<file path="src/hdl/lgmc_pkg.sv">
// shared types, codes and constants for the lattice-gas update unit
package lgmc_pkg;

  localparam int CMD_W     = 2;
  localparam int COORD_W   = 5;
  localparam int SPECIES_W = 5;
  localparam int DRAW_W    = 16;
  localparam int THR_W     = 17;
  localparam int STATUS_W  = 2;
  localparam int CFG_IDX_W = 2;

  localparam int SIDE_DEFAULT        = 32;
  localparam int MAX_SPECIES_DEFAULT = 22;

  // command codes
  localparam logic [CMD_W-1:0] CMD_INIT = 2'd0;
  localparam logic [CMD_W-1:0] CMD_MOVE = 2'd1;
  localparam logic [CMD_W-1:0] CMD_READ = 2'd2;

  // result status codes
  localparam logic [STATUS_W-1:0] STATUS_DONE    = 2'd0;
  localparam logic [STATUS_W-1:0] STATUS_HOLE    = 2'd1;
  localparam logic [STATUS_W-1:0] STATUS_SPECIES = 2'd2;

  // register indexes
  localparam logic [CFG_IDX_W-1:0] REG_INIT_THR   = 2'd0;
  localparam logic [CFG_IDX_W-1:0] REG_INSERT_THR = 2'd1;
  localparam logic [CFG_IDX_W-1:0] REG_REMOVE_THR = 2'd2;

  // register reset values
  localparam logic [THR_W-1:0] INIT_THR_RESET   = 17'd11140;
  localparam logic [THR_W-1:0] INSERT_THR_RESET = 17'd655;
  localparam logic [THR_W-1:0] REMOVE_THR_RESET = 17'd65536;

  typedef struct packed {
    logic [CMD_W-1:0]     command;
    logic [COORD_W-1:0]   row;
    logic [COORD_W-1:0]   col;
    logic [SPECIES_W-1:0] species;
    logic [DRAW_W-1:0]    draw;
  } req_word_t;

  typedef struct packed {
    logic [SPECIES_W-1:0] site_value;
    logic                 changed;
    logic                 conflict;
    logic [STATUS_W-1:0]  status;
  } rsp_word_t;

  typedef struct packed {
    logic [THR_W-1:0] init_thr;
    logic [THR_W-1:0] insert_thr;
    logic [THR_W-1:0] remove_thr;
  } thr_t;

endpackage

</file>
<file path="src/hdl/lgmc_nbr.sv">
// site and neighbour address generation for the kagome sublattices
module lgmc_nbr import lgmc_pkg::*; #(
  parameter int SIDE   = SIDE_DEFAULT,
  parameter int IDX_W  = 5,
  parameter int AW     = 10
) (
  input  logic [COORD_W-1:0] row,
  input  logic [COORD_W-1:0] col,
  output logic [AW-1:0]      site_addr,
  output logic               site_ok,
  output logic [AW-1:0]      nbr_addr [4],
  output logic [3:0]         nbr_ok
);

  localparam logic [COORD_W:0] ONE = (COORD_W+1)'(1);

  logic [COORD_W:0] r0, c0, rm, rp, cm, cp;
  logic             rm_ok, rp_ok, cm_ok, cp_ok;

  function automatic logic [AW-1:0] addr_of(input logic [COORD_W:0] r,
                                            input logic [COORD_W:0] c);
    return {IDX_W'(r), IDX_W'(c)};
  endfunction

  assign r0 = {1'b0, row};
  assign c0 = {1'b0, col};
  assign rm = r0 - ONE;
  assign rp = r0 + ONE;
  assign cm = c0 - ONE;
  assign cp = c0 + ONE;

  // open edges
  assign rm_ok = (row != '0);
  assign cm_ok = (col != '0);
  assign rp_ok = (int'(rp) < SIDE);
  assign cp_ok = (int'(cp) < SIDE);

  assign site_addr = addr_of(r0, c0);
  assign site_ok   = (int'(row) < SIDE) && (int'(col) < SIDE) && !(row[0] && col[0]);

  always_comb begin
    case ({row[0], col[0]})
      2'b01: begin
        // even row, odd column
        nbr_addr[0] = addr_of(r0, cm);  nbr_ok[0] = cm_ok;
        nbr_addr[1] = addr_of(r0, cp);  nbr_ok[1] = cp_ok;
        nbr_addr[2] = addr_of(rm, cp);  nbr_ok[2] = rm_ok && cp_ok;
        nbr_addr[3] = addr_of(rp, cm);  nbr_ok[3] = rp_ok && cm_ok;
      end
      2'b10: begin
        // odd row, even column
        nbr_addr[0] = addr_of(rm, c0);  nbr_ok[0] = rm_ok;
        nbr_addr[1] = addr_of(rp, c0);  nbr_ok[1] = rp_ok;
        nbr_addr[2] = addr_of(rm, cp);  nbr_ok[2] = rm_ok && cp_ok;
        nbr_addr[3] = addr_of(rp, cm);  nbr_ok[3] = rp_ok && cm_ok;
      end
      default: begin
        // even row, even column (holes never use the pattern)
        nbr_addr[0] = addr_of(rm, c0);  nbr_ok[0] = rm_ok;
        nbr_addr[1] = addr_of(rp, c0);  nbr_ok[1] = rp_ok;
        nbr_addr[2] = addr_of(r0, cm);  nbr_ok[2] = cm_ok;
        nbr_addr[3] = addr_of(r0, cp);  nbr_ok[3] = cp_ok;
      end
    endcase
  end

endmodule

</file>
<file path="config.mk">
export PLATFORM = sky130hd
export DESIGN_NAME = lgmc_nbr
export DESIGN_NICKNAME = d
export VERILOG_FILES = /design/src/hdl/lgmc_pkg.sv /design/src/hdl/lgmc_nbr.sv
export SDC_FILE = /design/constraint.sdc
export NUM_CORES = 1
export LEC_CHECK = 0
export BUFFER_PORTS_ARGS = -buffer_cell sky130_fd_sc_hd__buf_2
export CORE_MARGIN = 1
export CORE_UTILIZATION = 46
export DETAILED_ROUTE_END_ITERATION = 8
export PLACE_DENSITY = 0.94
export SYNTH_ARGS = -nofsm -noshare
export SYNTH_HDL_FRONTEND = slang
export SYNTH_SLANG_ARGS = --single-unit
</file>
<file path="constraint.sdc">
create_clock -name vclk -period 2.9
set_clock_uncertainty 0.15 [all_clocks]
set_input_delay 0.58 -clock vclk [all_inputs]
set_output_delay 0.58 -clock vclk [all_outputs]
set_load 0.03 [all_outputs]
</file>
==> results.yml, run 1 <==
worst_setup_path:
  start_kind: "primary input"
  worst-setup-path-type: "in2out"
  endpoint_kind: "output port"
  required_ps: 2170
  cpPeakStageDelay_ps: 260
  path_cells: "buf_2, buf_4, ha_1, o21ai_1, buf_4, o21ai_0, a21o_1, buf_2"
  path_max_fanout: 15
  critical_path_arrival_ps: 2090
  worst_path_max_delay_cell: "ha_1"
floorplanning:
  fp.coreArea_sq_mm: 0.00202
  die_w_microns: 49.3
  die_h_microns: 49.3
  die_area_sq_mm: 0.00243
  start_util_pct: 50.8
  placementRows: 16
  num_io_pins: 65
place:
  io_buffers: 65
  placed_cell_area_sq_mm: 0.00133
  hpwl_microns: 2260
  place.gp.congestion: 0.807
logic_synthesis:
  netlist_area_sq_mm: 0.00103
  yosysTopAreaCellShare_pct: 12.2
  yosysWarnings: 0
  synth_area_leaders: "ha_1, o21ai_0, buf_4"
  syn_nets: 174
  avgSynthCellArea_sq_um: 6.67
  syn_inst: 154
  ys_seq_area_share_pct: 0
  synth_cell_types: 39
  synth_top_area_cell: "ha_1"
global_routing:
  grt-ovfl-total: 0
  grt_max_degree: 20
  grt.total_usage_pct: 22.1
  antenna_found_initial: 0
  first_global_vias: 1055
  grt_pass1_wl_microns: 4490
sta:
  rsz0062_at_grt: "yes"
  worst_pin_slew_ps: 394
  finalCriticalPeriod_ps: 2820
  timing.fmax_mhz: 354
  hold_viol: 0
  relSlewSlack_pct: 73.5
  drv_slew: 0
  setup-violations-final: 0
  fin_hold_ws_ps: 1290
  finalCritPeriodShare_pct: 97.3
job:
  drv_cap: 0
cells_and_area:
  layout_commonest_cell: "buf_2"
  num-clock-buffers: 0
  syn2layout_area_growth_pct: 30.3
  seqCellArea_sq_um: 0
  fillerInstances: 195
  seq_cells: 0
  nNetsFinal: 224
  n_antenna_cell: 0
  layout-drive-gt1-share_pct: 42.1
  final_cell_mix: "buf_2, o21ai_0, buf_4"
  postLayoutCellArea_sq_mm: 0.00134
drt:
  drt_iter0_drc: 46
  wl_per_cell_microns: 12.7
  postRouteAntennaNets: 0
  drc: 0
  vias_per_cell: 5.69
  finalWirelength_microns: 2900
  firstDrtPassIters: 4
  vias: 1302
power_and_ir_drop:
  pwr_density_cell_mw_per_mm2: 315
  power.total_uw: 422
  p_leak_uw: 0.000684
  peakVddDrop_mv: 0.178
cts:
  ctsHoldBuffers: 0
  cts_setup_buffers: 0
hold_path:
  hold_end: "site_addr[0]"
  hold_class: "in2out"
  min_path_cells: 2
  hp-start: "col[0]"
status:
  status: "finished, final reports clean"
[synth_stat cells, drive strengths merged]
cell type  instances
a211o              1
a21o               4
a21oi              1
a22o               4
a22oi              1
a311oi             1
a31oi              1
and3               3
and4b              1
buf               26
clkbuf             3
ha                10
inv                7
mux2i              1
nand2              9
nand2b             6
nand3              4
nor2               4
nor2b              3
nor3               3
nor3b              5
nor4b              1
o211ai             1
o21a               1
o21ai             25
o22ai              9
o2bb2ai            6
o311ai             1
o31a               1
o31ai              1
o32ai              1
or3                1
or3b               1
or4                1
xnor2              5
xor2               1
[kinds of logic after synthesis]
logic type      after synthesis  synth area share, %
compound gates               59                 37.4
simple gates                 42                 23.8
buf+inv                      36                 20.6
fa+ha+maj                    10                 12.2
xor+xnor                      6                 5.12
mux                           1                0.974
[cell type report]
| cell class | count | area, sq um | share of cell area, % |
|---|---|---|---|
| Inverter | 7 | 26.3 | 1.96 |
| Multi-Input combinational cell | 118 | 863 | 64.5 |
| Tap cell | 27 | 33.8 | 2.52 |
| Timing Repair Buffer | 77 | 415 | 31.0 |
[power breakdown]
group	leakage [uW]	total (uW)	switching (uW)	internal (uW)
Clock	0	0	0	0
Sequential	0	0	0	0
Combinational	0.000684	422	289	133
Total	0.000684	422	289	133
[how the worst max path moves through the flow]
| stage | startpoint | to | slack (ps) | cells after the start |
|---|---|---|---|---|
| after floorplan | col[0] | nbr_addr[34] | 10 | 6 |
| after global placement | row[0] | nbr_addr[13] | 100 | 7 |
| after detailed placement | row[0] | nbr_addr[13] | 90 | 7 |
| final | row[0] | nbr_addr[8] | 80 | 8 |
| after CTS | row[0] | nbr_addr[13] | 90 | 7 |
| after global routing | row[0] | nbr_addr[13] | -6 | 7 |
[through the flow]
stage / cells / TNS, ps / setup slack (ps) / util [%]
after floorplan: 154 / 0 / 11.1 / -
after global placement: 229 / 0 / 100 / 65.6
after detailed placement: 229 / 0 / 91.1 / 65.6
after CTS: 229 / 0 / 88.0 / 65.6
after global routing: 229 / -6.20 / -6.20 / 66.2
final: 229 / 0 / 78.8 / 66.2
[critical path, delay by kind of cell]
family	cells	cell delay [ps]
buffers and inverters	4	680
AOI/OAI and AO/OA	3	560
adders and majority gates	1	260
[per-layer routing]
metal / share of wire [%] / global-route usage [%] / up-vias
met2: 50 / 41.6 / 49
met3: 5.0 / 0.623 / 2
met5: 0 / 0 / -
met4: 0.52 / 2.94 / 0
met1: 44 / 27.8 / 609
li1: - / - / 642
[timing repair]
item                       CTS  global route
hold endpoints to repair     0             0
setup endpoints to repair    0             2
gates resized for setup      0             3
(Power assumes the default switching activity.)
==> run 2, diff against run 1 <==
--- a/config.mk
+++ b/config.mk
@@ -6,7 +6,7 @@
 export NUM_CORES = 1
 export LEC_CHECK = 0
 export BUFFER_PORTS_ARGS = -buffer_cell sky130_fd_sc_hd__buf_2
-export CORE_MARGIN = 1
+export CORE_MARGIN = 2
 export CORE_UTILIZATION = 46
 export DETAILED_ROUTE_END_ITERATION = 8
 export PLACE_DENSITY = 0.94
==> run 2 against run 1 <==
Compared with the run above: core utilization shrank 5.1 points; final cell count down 0.44%; first-iteration DRC count increased by 17%; non-clock buffer count is 2 lower; critical path depth increased by 1.
==> results.yml, run 2 (synthesized netlist as in run 1, its figures left out) <==
worst_setup_path:
  worst-setup-path-type: "in2out"
  path_cells: "buf_2, inv_1, ha_4, buf_4, buf_4, nor2b_1, a31oi_1, o211ai_1, buf_2"
  start_kind: "primary input"
  required_ps: 2170
  worst_path_max_delay_cell: "ha_4"
  critical_path_arrival_ps: 2080
  path_max_fanout: 15
  cpPeakStageDelay_ps: 250
  endpoint_kind: "output port"
sta:
  relSlewSlack_pct: 74.4
  tns_ps: 0
  timing.fmax_mhz: 356
  worst_pin_slew_ps: 383
  hold_viol: 0
  finalCriticalPeriod_ps: 2810
  finalCritPeriodShare_pct: 97.0
  setup-violations-final: 0
  rsz0062_at_grt: "no"
  drv_slew: 0
cells_and_area:
  final_cell_mix: "buf_2, o21ai_0"
  nNetsFinal: 222
  syn2layout_area_growth_pct: 29.0
  n_antenna_cell: 0
  seq_cells: 0
  layout-drive-gt1-share_pct: 40.5
  seqCellArea_sq_um: 0
  num-clock-buffers: 0
  layout_commonest_cell: "buf_2"
  postLayoutCellArea_sq_mm: 0.00133
hold_path:
  hold_class: "in2out"
  hold_end: "site_addr[6]"
  min_path_cells: 2
  hp-start: "row[1]"
drt:
  finalWirelength_microns: 2910
  wl_per_cell_microns: 12.8
  postRouteAntennaNets: 0
  drc: 0
  drt_iter0_drc: 54
  vias: 1290
  firstDrtPassIters: 4
  vias_per_cell: 5.66
global_routing:
  grt-ovfl-total: 0
  met2_usage_pct: 35.1
  global_route.usage.met3_pct: 1.17
  top_usage_layer: "met2"
  first_global_vias: 1049
  met1_usage_pct: 30.2
  grt.total_usage_pct: 21.2
  antenna_found_initial: 0
  grt_pass1_wl_microns: 4530
  grt_max_degree: 20
floorplanning:
  die_area_sq_mm: 0.00263
  start_util_pct: 47.3
  die_w_microns: 51.3
  num_io_pins: 65
  die_h_microns: 51.3
  fp.coreArea_sq_mm: 0.00217
  placementRows: 17
power_and_ir_drop:
  pwr_density_cell_mw_per_mm2: 320
  p_leak_uw: 0.000676
  peakVddDrop_mv: 0.149
place:
  io_buffers: 65
  hpwl_microns: 2290
  placed_cell_area_sq_mm: 0.00133
  place.gp.congestion: 0.887
status:
  status: "finished, final reports clean"
cts:
  ctsHoldBuffers: 0
job:
  drv_cap: 0
-- run 2: worst max-delay path: cells and delay by family --
| family | cells | cell delay [ps] |
|---|---|---|
| and+or+nand+nor | 1 | 160 |
| adders and majority gates | 1 | 250 |
| buffers and inverters | 5 | 830 |
| AOI/OAI and AO/OA | 2 | 250 |
-- run 2: cell type report --
cell class / instances / area, sq um
Multi-Input combinational cell: 118 / 851
Inverter: 7 / 26.3
Fill cell: 209 / 845
Tap cell: 28 / 35.0
Timing Repair Buffer: 75 / 413
-- run 2: where the power goes --
part | internal, uW | switching (uW) | leakage [uW]
Sequential | 0 | 0 | 0
Combinational | 135 | 290 | 0.000676
Clock | 0 | 0 | 0
-- run 2: layer usage --
layer / share of wire, % / vias to the layer above
li1: - / 642
met1: 45 / 591
met2: 47 / 55
met3: 8.0 / 2
met4: 0.48 / 0
met5: 0 / -
-- run 2: through the flow --
step | util, % | hold WS (ps) | power [uW] | instances | setup WS, ps
finish | 61.1 | 1320 | 425 | 228 | 88.2
global route | 61.1 | 1330 | 453 | 228 | 17.2
CTS | 61.1 | 1320 | 423 | 228 | 74.5
detailed placement | 61.1 | 1320 | 422 | 228 | 80.2
global placement | 61.1 | 1320 | 417 | 228 | 121
floorplan | - | 1140 | 327 | 154 | 11.1
-- run 2: worst max path at each step --
stage | startpoint | endpoint | slack, ps | depth (start not counted)
2_1_floorplan | col[0] | nbr_addr[34] | 10 | 6
3_3_place_gp | row[0] | nbr_addr[13] | 120 | 7
3_5_place_dp | row[0] | nbr_addr[13] | 80 | 7
4_1_cts | row[0] | nbr_addr[13] | 70 | 7
5_1_grt | col[0] | nbr_addr[13] | 20 | 8
6_report | col[0] | nbr_addr[3] | 90 | 9
-- run 2: what timing repair did --
action,CTS,global route
setup endpoints to repair,0,2
setup buffers,0,0
resized for setup,0,1
