`src/hdl/lgmc_pkg.sv`:
```
// shared types, codes and constants for the lattice-gas update unit
package lgmc_pkg;

  localparam int CMD_W     = 2;
  localparam int COORD_W   = 5;
  localparam int SPECIES_W = 5;
  localparam int DRAW_W    = 16;
  localparam int THR_W     = 17;
  localparam int STATUS_W  = 2;
  localparam int CFG_IDX_W = 2;

  localparam int SIDE_DEFAULT        = 32;
  localparam int MAX_SPECIES_DEFAULT = 22;

  // command codes
  localparam logic [CMD_W-1:0] CMD_INIT = 2'd0;
  localparam logic [CMD_W-1:0] CMD_MOVE = 2'd1;
  localparam logic [CMD_W-1:0] CMD_READ = 2'd2;

  // result status codes
  localparam logic [STATUS_W-1:0] STATUS_DONE    = 2'd0;
  localparam logic [STATUS_W-1:0] STATUS_HOLE    = 2'd1;
  localparam logic [STATUS_W-1:0] STATUS_SPECIES = 2'd2;

  // register indexes
  localparam logic [CFG_IDX_W-1:0] REG_INIT_THR   = 2'd0;
  localparam logic [CFG_IDX_W-1:0] REG_INSERT_THR = 2'd1;
  localparam logic [CFG_IDX_W-1:0] REG_REMOVE_THR = 2'd2;

  // register reset values
  localparam logic [THR_W-1:0] INIT_THR_RESET   = 17'd11140;
  localparam logic [THR_W-1:0] INSERT_THR_RESET = 17'd655;
  localparam logic [THR_W-1:0] REMOVE_THR_RESET = 17'd65536;

  typedef struct packed {
    logic [CMD_W-1:0]     command;
    logic [COORD_W-1:0]   row;
    logic [COORD_W-1:0]   col;
    logic [SPECIES_W-1:0] species;
    logic [DRAW_W-1:0]    draw;
  } req_word_t;

  typedef struct packed {
    logic [SPECIES_W-1:0] site_value;
    logic                 changed;
    logic                 conflict;
    logic [STATUS_W-1:0]  status;
  } rsp_word_t;

  typedef struct packed {
    logic [THR_W-1:0] init_thr;
    logic [THR_W-1:0] insert_thr;
    logic [THR_W-1:0] remove_thr;
  } thr_t;

endpackage

```
`src/hdl/lgmc_seq.sv`:
```
// read-modify-write sequencer, update decision and result register
module lgmc_seq import lgmc_pkg::*; #(
  parameter int MAX_SPECIES = MAX_SPECIES_DEFAULT,
  parameter int AW          = 10
) (
  input  logic                 clk,
  input  logic                 rst,
  input  logic                 req_valid,
  output logic                 req_stall,
  input  req_word_t            req,
  output logic                 rsp_valid,
  input  logic                 rsp_stall,
  output rsp_word_t            rsp,
  input  thr_t                 thr,
  output logic [COORD_W-1:0]   item_row,
  output logic [COORD_W-1:0]   item_col,
  input  logic [AW-1:0]        site_addr,
  input  logic                 site_ok,
  input  logic [AW-1:0]        nbr_addr [4],
  input  logic [3:0]           nbr_ok,
  output logic                 rd_en,
  output logic [AW-1:0]        rd_addr_a,
  output logic [AW-1:0]        rd_addr_b,
  input  logic [SPECIES_W-1:0] rd_data_a,
  input  logic [SPECIES_W-1:0] rd_data_b,
  output logic                 wr_en,
  output logic [AW-1:0]        wr_addr,
  output logic [SPECIES_W-1:0] wr_data
);

  typedef enum logic [5:0] {
    ST_CLEAR = 6'b000001,
    ST_IDLE  = 6'b000010,
    ST_RD0   = 6'b000100,
    ST_RD1   = 6'b001000,
    ST_RD2   = 6'b010000,
    ST_EVAL  = 6'b100000
  } seq_state_t;

  seq_state_t           state, state_next;
  logic [AW-1:0]        clr_cnt;
  req_word_t            item;
  logic [SPECIES_W-1:0] old_val, nv0, nv1, nv2;

  logic [SPECIES_W-1:0] v0, v1, v2, v3, k, new_val;
  logic [THR_W-1:0]     draw_x;
  logic                 any_clash, conf, do_wr, eval_fire;
  logic [STATUS_W-1:0]  status;

  assign item_row  = item.row;
  assign item_col  = item.col;
  assign req_stall = (state != ST_IDLE);
  assign eval_fire = (state == ST_EVAL) && (!rsp_valid || !rsp_stall);

  // read schedule: site and four neighbours over the read states RD0, RD1 and RD2
  always_comb begin
    case (state)
      ST_RD0: begin
        rd_addr_a = site_addr;
        rd_addr_b = nbr_addr[0];
      end
      ST_RD1: begin
        rd_addr_a = nbr_addr[1];
        rd_addr_b = nbr_addr[2];
      end
      default: begin
        rd_addr_a = nbr_addr[3];
        rd_addr_b = nbr_addr[3];
      end
    endcase
  end
  assign rd_en = (state == ST_RD0) || (state == ST_RD1) || (state == ST_RD2);

  // last neighbour is taken straight from the read register, which holds in eval
  assign v0 = nbr_ok[0] ? nv0 : '0;
  assign v1 = nbr_ok[1] ? nv1 : '0;
  assign v2 = nbr_ok[2] ? nv2 : '0;
  assign v3 = nbr_ok[3] ? rd_data_a : '0;
  assign k  = item.species;
  assign draw_x = {1'b0, item.draw};

  assign any_clash = ((v0 != '0) && (v0 != k)) || ((v1 != '0) && (v1 != k)) ||
                     ((v2 != '0) && (v2 != k)) || ((v3 != '0) && (v3 != k));

  always_comb begin
    new_val = old_val;
    conf    = 1'b0;
    status  = STATUS_DONE;
    do_wr   = 1'b0;
    if (!site_ok) begin
      new_val = '0;
      status  = STATUS_HOLE;
    end else if (item.command inside {CMD_INIT, CMD_MOVE}) begin
      if (int'(k) > MAX_SPECIES) begin
        status = STATUS_SPECIES;
      end else begin
        conf  = any_clash;
        do_wr = 1'b1;
        if (item.command == CMD_INIT) begin
          new_val = (!any_clash && (draw_x < thr.init_thr)) ? k : '0;
        end else if (old_val == '0) begin
          if (!any_clash && (draw_x < thr.insert_thr)) begin
            new_val = k;
          end
        end else if (k == '0) begin
          if (draw_x < thr.remove_thr) begin
            new_val = '0;
          end
        end else if (!any_clash) begin
          new_val = k;
        end
      end
    end
  end

  // write port: clearing sweep after reset, otherwise write-back
  always_comb begin
    if (state == ST_CLEAR) begin
      wr_en   = 1'b1;
      wr_addr = clr_cnt;
      wr_data = '0;
    end else begin
      wr_en   = eval_fire && do_wr;
      wr_addr = site_addr;
      wr_data = new_val;
    end
  end

  always_comb begin
    state_next = state;
    case (state)
      ST_CLEAR: if (clr_cnt == '1) state_next = ST_IDLE;
      ST_IDLE:  if (req_valid) state_next = ST_RD0;
      ST_RD0:   state_next = ST_RD1;
      ST_RD1:   state_next = ST_RD2;
      ST_RD2:   state_next = ST_EVAL;
      ST_EVAL:  if (eval_fire) state_next = ST_IDLE;
      default:  state_next = ST_CLEAR;
    endcase
  end

  always_ff @(posedge clk) begin
    if (rst) begin
      state     <= ST_CLEAR;
      clr_cnt   <= '0;
      rsp_valid <= 1'b0;
    end else begin
      state <= state_next;
      if (state == ST_CLEAR) begin
        clr_cnt <= clr_cnt + 1'b1;
      end
      if (eval_fire) begin
        rsp_valid <= 1'b1;
      end else if (!rsp_stall) begin
        rsp_valid <= 1'b0;
      end
    end
  end

  always_ff @(posedge clk) begin
    if ((state == ST_IDLE) && req_valid) begin
      item <= req;
    end
    if (state == ST_RD1) begin
      old_val <= rd_data_a;
      nv0     <= rd_data_b;
    end
    if (state == ST_RD2) begin
      nv1 <= rd_data_a;
      nv2 <= rd_data_b;
    end
    if (eval_fire) begin
      rsp.site_value <= new_val;
      rsp.changed    <= site_ok && (new_val != old_val);
      rsp.conflict   <= conf;
      rsp.status     <= status;
    end
  end

endmodule

```
`config.mk`:
```
export PLATFORM = sky130hd
export DESIGN_NAME = lgmc_seq
export DESIGN_NICKNAME = d
export VERILOG_FILES = /design/src/hdl/lgmc_pkg.sv /design/src/hdl/lgmc_seq.sv
export SDC_FILE = /design/constraint.sdc
export NUM_CORES = 1
export LEC_CHECK = 0
export BUFFER_PORTS_ARGS = -buffer_cell sky130_fd_sc_hd__buf_2
export CAP_MARGIN = 25
export CORE_MARGIN = 4
export CORE_UTILIZATION = 30
export CTS_CLUSTER_SIZE = 30
export DETAILED_ROUTE_END_ITERATION = 10
export PLACE_DENSITY = 0.63
export SLEW_MARGIN = 20
export SYNTH_ARGS = -nofsm -noshare
export SYNTH_HDL_FRONTEND = slang
export SYNTH_SLANG_ARGS = --single-unit
```
`constraint.sdc`:
```
create_clock -name clk -period 3 [get_ports clk]
set_input_delay 0.15 -clock clk [delete_from_list [all_inputs] [get_ports clk]]
set_output_delay 0.15 -clock clk [all_outputs]
set_load 0.03 [all_outputs]
```
==> results of run 1 <==
## final timing paths
kind | start | slack, ns | to
max | old_val[4] | -0.06 | wr_data[1]
min | rd_data_b[2] | 0.01 | nv0[2]
max reg2reg | nv2[0] | 0.03 | rsp[3]
min reg2reg | rsp_valid | 0.49 | rsp_valid
## stage by stage
| step | cell area [µm²] | util | setup WS (ns) |
|---|---|---|---|
| after CTS | 7180 | 0.433 | -0.0973 |
| final | 7380 | 0.445 | -0.0574 |
| after detailed placement | 6380 | 0.385 | -0.00906 |
| after global routing | 7380 | 0.445 | -0.172 |
| after global placement | 6380 | 0.385 | 0.0788 |
| after floorplan | 5090 | - | 0.272 |
## power by group through the flow
stage | clock network (µW) | registers [µW] | logic (µW)
6_report | 1180 | 1240 | 908
5_1_grt | 1250 | 1250 | 991
4_1_cts | 1210 | 1240 | 889
3_5_place_dp | 0 | 1270 | 832
3_3_place_gp | 0 | 1270 | 830
2_1_floorplan | 0 | 1260 | 546
## placed cells by master (no fill, tap or decap), types with 13 or more instances in the layout
| cell | Yosys | routed |
|---|---|---|
| buf_2 | 2 | 205 |
| edfxtp_1 | 62 | 62 |
| nand2_1 | 55 | 54 |
| inv_1 | 50 | 50 |
| ha_1 | 46 | 43 |
| dlygate4sd3_1 | 0 | 37 |
| nor2_1 | 29 | 28 |
| buf_4 | 10 | 26 |
| a21oi_1 | 28 | 25 |
| a221o_1 | 20 | 20 |
| dfxtp_1 | 17 | 17 |
| xor2_1 | 15 | 15 |
| o21ai_0 | 15 | 14 |
| nand3_1 | 13 | 13 |
## logic make-up (layout without fill, tap and decap cells)
group,Yosys count,count (layout),synth area share
mux,2,2,0.00418
buf+inv,78,338,0.0655
flops,79,79,0.433
fa+ha+maj,46,46,0.113
xor+xnor,23,23,0.0396
simple gates,171,171,0.177
compound gates,118,118,0.167
other cells,0,1,0
## worst reg2reg max path, cell delays in order (launching register included)
cell and delay [ns]:
edfxtp_1 0.41, or4_4 0.56, o21ai_2 0.14, a31oi_1 0.06, or3_4 0.43, nor3_4 0.24
buf_4 0.17, buf_4 0.10, nor2_1 0.04, a311oi_1 0.21, and4_1 0.24, a41oi_2 0.09
## final cells by class
class                      count  area share
inverter                      52      0.0264
sequential                    79       0.298
timing repair buffer         270       0.219
tap                          220      0.0373
clock inverter                 3     0.00356
clock buffer                  13      0.0412
antenna                        1    0.000339
multi-input combinational    360       0.374
## routing by layer
metal  global-route usage  routed length (µm)  up-vias
li1                     -                   -     2399
met1                0.192                6690     2213
met2                0.266                7880      127
met3               0.0314                 721       25
met4               0.0619                 335        0
met5                    0                   0        -
## state kept, by name, indices dropped and copies added, names as in the netlist
signal     count
state          6
rsp            9
item_row       5
nv2            5
rsp_valid      1
item_col       5
clr_cnt       10
k              5
old_val        5
draw_x        16
item           2
nv1            5
nv0            5
## repair_timing
action,in CTS,in global routing
hold endpoints to repair,40,0
pin swaps,7,22
hold buffers,37,0
setup endpoints to repair,5,6
resized for setup,14,28
setup buffers,5,6
==> impl_metrics.py, run 1 <==
metrics = {
    "routing": {
        "ant_nets": 0,
        "drc": 0,
        "vias": 4764,
        "first_pass_iters": 5,
        "initialDrtViolationCount": 200,
        "wirelength_um": 15600,
        "wl_per_cell_um": 15.7,
        "via_per_inst": 4.77,
    },
    "critical_path": {
        "worst-setup-path-type": "flip-flop to output port",
        "cp_top_family": "compound AO/OA/AOI/OAI gates",
        "critPathMaxFanout": 5,
        "cp_cell_sequence": "or4_1, a2111o_1, a31oi_4, nor3_4, o22a_1, a32oi_2, nor2_1, buf_4",
        "cp-end-kind": "output port",
        "reg2reg_depth": 11,
        "cpMaxStageDelayCell": "or4_1",
        "cp_num_cells": 8,
        "cp.buffers_inverters": 1,
        "cp.arrival_ns": 2.91,
        "startpoint_type": "flip-flop",
        "max_stage_delay_ns": 0.60,
        "worstPathRequired_ns": 2.85,
    },
    "synth": {
        "syn_area_um2": 5080,
        "ys_top_cells_by_count": "edfxtp_1 (62), nand2_1 (55), inv_1 (50)",
        "synthCells": 517,
        "synthesis.nets": 716,
        "synth-seq-cells": 79,
        "ys_seq_area_frac": 0.433,
        "synth_edf_count": 62,
        "synth_area_per_cell_um2": 9.84,
        "synthArstFlopShare": 0,
        "ys.flop_type": "edfxtp_1",
        "post-synth-top-count-cell": "edfxtp_1",
        "yosysTopAreaCellShare": 0.366,
        "synth_area_leader_cell": "edfxtp_1",
        "synth_cell_types": 68,
        "ys_top_cells_by_area": "edfxtp_1 (37%), ha_1 (11%), dfxtp_1 (6.7%)",
        "ys_warn_count": 0,
    },
    "outcome": {
        "outcome": "finished with violations",
        "violations": "setup timing",
    },
    "sta": {
        "rsz0062_at_grt": "true",
        "relSlewSlack": 0.560,
        "holdWs_ns": 0.0142,
        "skew_ns": 0.0101,
        "max_freq_mhz": 327,
        "fin_setup_tns_ns": -0.183,
        "finalMaxSlewViolations": 0,
        "period_needed_ns": 3.06,
        "min_period_over_period": 1.02,
        "setup_violations": 4,
        "setup_ws_ns": -0.0574,
        "worstMarginPinSlew_ns": 0.657,
        "finalHoldViolCount": 0,
    },
    "global_route": {
        "antenna_found_initial": 1,
        "grt_pass1_wl_um": 24100,
        "grt_usage": 0.155,
        "grt_pass1_vias": 4776,
        "grt_max_degree": 34,
        "grt_overflow": 0,
    },
    "pwr": {
        "power_density_nw_per_um2": 451,
        "swShare": 0.312,
        "leakagePower_uw": 0.00331,
        "clockPowerShare": 0.354,
        "pwr-share-seq": 0.374,
        "power.internal_uw": 2290,
        "power_frac_comb": 0.273,
        "switching_power_uw": 1040,
        "total_power_uw": 3330,
        "ir_worst_vdd_mv": 0.312,
    },
    "clock_tree": {
        "cts_root_buffer": "clkbuf_16",
        "cts_tree": "done",
        "clock-sinks": 79,
        "cts_made_buffers": 9,
        "clk_pin_slew_ns": 0.06,
        "clock_path_buffers": 2,
        "clk_latency_ns": 0.34,
        "cts_htree_levels": 3,
    },
    "floorplan": {
        "die_area_um2": 19100,
        "die_y_um": 138,
        "design.core.area_um2": 16600,
        "initial_core_util": 0.307,
        "rows": 47,
        "die_w_um": 138,
        "io_pins": 211,
    },
    "finish": {
        "layout-drive-gt1-share": 0.369,
        "multi_input_area_um2": 2760,
        "ff_latch_area_um2": 2200,
        "nFillCells": 1632,
        "final_cells": 998,
        "final_nets": 971,
        "syn2layout_area_growth_pct": 45.2,
    },
    "place": {
        "dp.cells": 934,
        "dpl.hpwl_um": 12200,
        "place.gp.congestion": 0.862,
        "port_buffers": 210,
    },
    "hold_path": {
        "hold_depth": 1,
        "hold_path.class": "input pin to flip-flop",
    },
    "run": {
        "maxCapViolCount": 0,
    },
}
Note: power is estimated with default switching activity, not from simulation.
==> run 2, diff against run 1 <==
Settings changed: ABC_AREA set to 1, PLACE_DENSITY 0.63 to 0.62.
==> run 2 against run 1 <==
Against the previous run: the run now ends clean; largest power group unchanged; sequential cell count did not move; combinational power is 47% lower; critical path depth up 9; sequential share of layout area shrank 1.4 points; first-iteration DRC count is 47% higher; clock skew about the same; core utilization is 1.5 points lower; wire length rose by 5.0%; largest cell class unchanged; register-to-register slack better by 0.34 ns; final area grew 5.1%; critical path type unchanged; non-clock buffer count grew 2.
==> impl_metrics.py, run 2 <==
metrics = {
    "global_route": {
        "grt_pass1_vias": 5394,
        "grt_pass1_wl_um": 25400,
        "grt_overflow": 0,
        "grt_usage": 0.153,
        "grt_max_degree": 34,
        "antenna_found_initial": 0,
    },
    "finish": {
        "layout_common_cells": "nand2_1 (222), buf_2 (205), inv_1 (120)",
        "layout-drive-gt1-share": 0.294,
        "multi_input_area_um2": 2840,
        "fin_util": 0.430,
        "ff_latch_area_um2": 2200,
        "final_nets": 1193,
        "largest_reg_flops": 16,
        "final_common_cell": "nand2_1",
        "nFillCells": 1834,
        "fin_area_um2": 7760,
        "syn2layout_area_growth_pct": 40.2,
        "antennaDiodeCount": 0,
    },
    "synth": {
        "synth_edf_count": 62,
        "ys_seq_area_frac": 0.398,
        "ys_top_cells_by_count": "nand2_1 (229), inv_1 (120), edfxtp_1 (62)",
        "ys_top_cells_by_area": "edfxtp_1 (34%), nand2_1 (16%), ha_1 (10%)",
        "synthesis.nets": 942,
        "synthArstFlopShare": 0,
        "synth_cell_types": 33,
        "yosysTopAreaCellShare": 0.337,
        "syn_area_um2": 5530,
        "ys_warn_count": 0,
        "synth-seq-cells": 79,
        "synth_area_per_cell_um2": 7.44,
        "post-synth-top-count-cell": "nand2_1",
        "synthCells": 743,
        "ys.flop_type": "edfxtp_1",
        "synth_area_leader_cell": "edfxtp_1",
    },
    "place": {
        "dpl-instance-area_um2": 6770,
        "dpl.hpwl_um": 12700,
        "place.gp.congestion": 0.849,
        "port_buffers": 210,
    },
    "critical_path": {
        "r2r_start": "k[3]",
        "startpoint_type": "flip-flop",
        "worstPathRequired_ns": 2.85,
        "critPathMaxFanout": 10,
        "reg2reg_depth": 21,
        "worst-setup-path-type": "flip-flop to output port",
        "cp-end-kind": "output port",
        "rr_endpoint": "rsp[3]",
        "cp.arrival_ns": 2.65,
        "rrSetupSlack_ns": 0.37,
    },
    "pwr": {
        "ir_worst_vdd_mv": 0.254,
        "power_density_nw_per_um2": 364,
        "leakagePower_uw": 0.00394,
    },
    "floorplan": {
        "design.core.area_um2": 18000,
        "die_y_um": 144,
        "die_w_um": 144,
        "rows": 49,
        "die_area_um2": 20700,
        "initial_core_util": 0.307,
        "io_pins": 211,
    },
    "sta": {
        "finalMaxSlewViolations": 0,
        "setup_violations": 0,
        "min_period_over_period": 0.934,
        "rsz0062_at_grt": "true",
        "skew_ns": 0.0103,
        "finalHoldViolCount": 0,
        "max_freq_mhz": 357,
        "period_needed_ns": 2.80,
        "worstMarginPinSlew_ns": 0.637,
        "relSlewSlack": 0.575,
    },
    "hold_path": {
        "hold_start": "rd_data_b[2]",
        "min_to": "nv0[2]",
        "hold_depth": 1,
        "hold_path.class": "input pin to flip-flop",
    },
    "clock_tree": {
        "clk_pin_slew_ns": 0.06,
        "clk_latency_ns": 0.34,
        "cts_made_buffers": 9,
        "clock_path_buffers": 2,
        "cts_htree_levels": 3,
        "cts_tree": "done",
        "clock-sinks": 79,
        "cts_root_buffer": "clkbuf_16",
    },
    "routing": {
        "ant_nets": 0,
        "via_per_inst": 4.53,
        "drc": 0,
        "first_pass_iters": 5,
        "wirelength_um": 16400,
        "vias": 5560,
        "wl_per_cell_um": 13.4,
        "initialDrtViolationCount": 294,
    },
    "outcome": {
        "outcome": "finished clean",
    },
    "run": {
        "maxCapViolCount": 0,
    },
}
-- run 2: cell type report --
cell class,instances,area share
Inverter,124,0.0600
Sequential cell,79,0.284
Timing Repair Buffer,272,0.211
Tap cell,229,0.0369
Multi-Input combinational cell,508,0.367
Clock inverter,3,0.00226
Clock buffer,13,0.0392
-- run 2: critical path, cell delays in order, from the launching register on --
cell      delay [ns]
edfxtp_1        0.45
inv_2           0.19
nand2_1         0.07
nand2_1         0.05
nand2_1         0.05
nor2_1          0.11
nand2_1         0.06
nand2_1         0.08
nand2_2         0.08
nor2_4          0.23
buf_4           0.18
nand3_1         0.08
a21oi_1         0.16
nand2_1         0.09
nand2_2         0.07
nand2_2         0.08
nor2_4          0.13
buf_6           0.14
-- run 2: per-layer routing --
layer	share of wire	GRT usage
met2	0.48	0.261
met1	0.43	0.196
met4	0.013	0.0406
met3	0.072	0.0353
met5	0	0
-- run 2: through the flow --
stage          hold WS, ns  total power [µW]  worst slack, ns  cells  setup TNS [ns]
2_1_floorplan        0.229              1460           0.0641    743               0
3_3_place_gp         0.327              1640            0.205   1162               0
3_5_place_dp         0.328              1650            0.186   1162               0
4_1_cts            0.00234              2860           0.0511   1213               0
5_1_grt             0.0118              2980          -0.0341   1228          -0.101
6_report            0.0199              2830            0.198   1228               0
-- run 2: worst max path at each step --
| stage | to | slack, ns | from |
|---|---|---|---|
| after floorplan | draw_x[0] | 0.06 | state[5] |
| after global placement | rsp[3] | 0.20 | draw_x[6] |
| after detailed placement | rsp[3] | 0.19 | draw_x[6] |
| after CTS | wr_data[4] | 0.05 | draw_x[6] |
| after global routing | wr_data[0] | -0.03 | draw_x[15] |
| final | wr_data[2] | 0.20 | k[3] |
-- run 2: power by group --
| part | internal (µW) | switching, µW |
|---|---|---|
| registers | 1190 | 9.64 |
| clock network | 712 | 438 |
| logic | 204 | 275 |
| total | 2100 | 723 |
-- run 2: cells by family after synthesis --
| family | count (synthesis) | share of synthesized area |
|---|---|---|
| xor+xnor | 5 | 0.00792 |
| fa+ha+maj | 46 | 0.104 |
| simple gates | 377 | 0.290 |
| flops | 79 | 0.398 |
| compound gates | 80 | 0.0787 |
| buf+inv | 156 | 0.121 |
-- run 2: repair_timing --
| action | 4_1_cts | 5_1_grt |
|---|---|---|
| resized for setup | 3 | 48 |
| setup buffers | 0 | 14 |
| endpoints found under the hold margin | 39 | 1 |
| pin swaps | 0 | 17 |
| hold buffers | 35 | 1 |
| endpoints found under the setup margin | 5 | 6 |
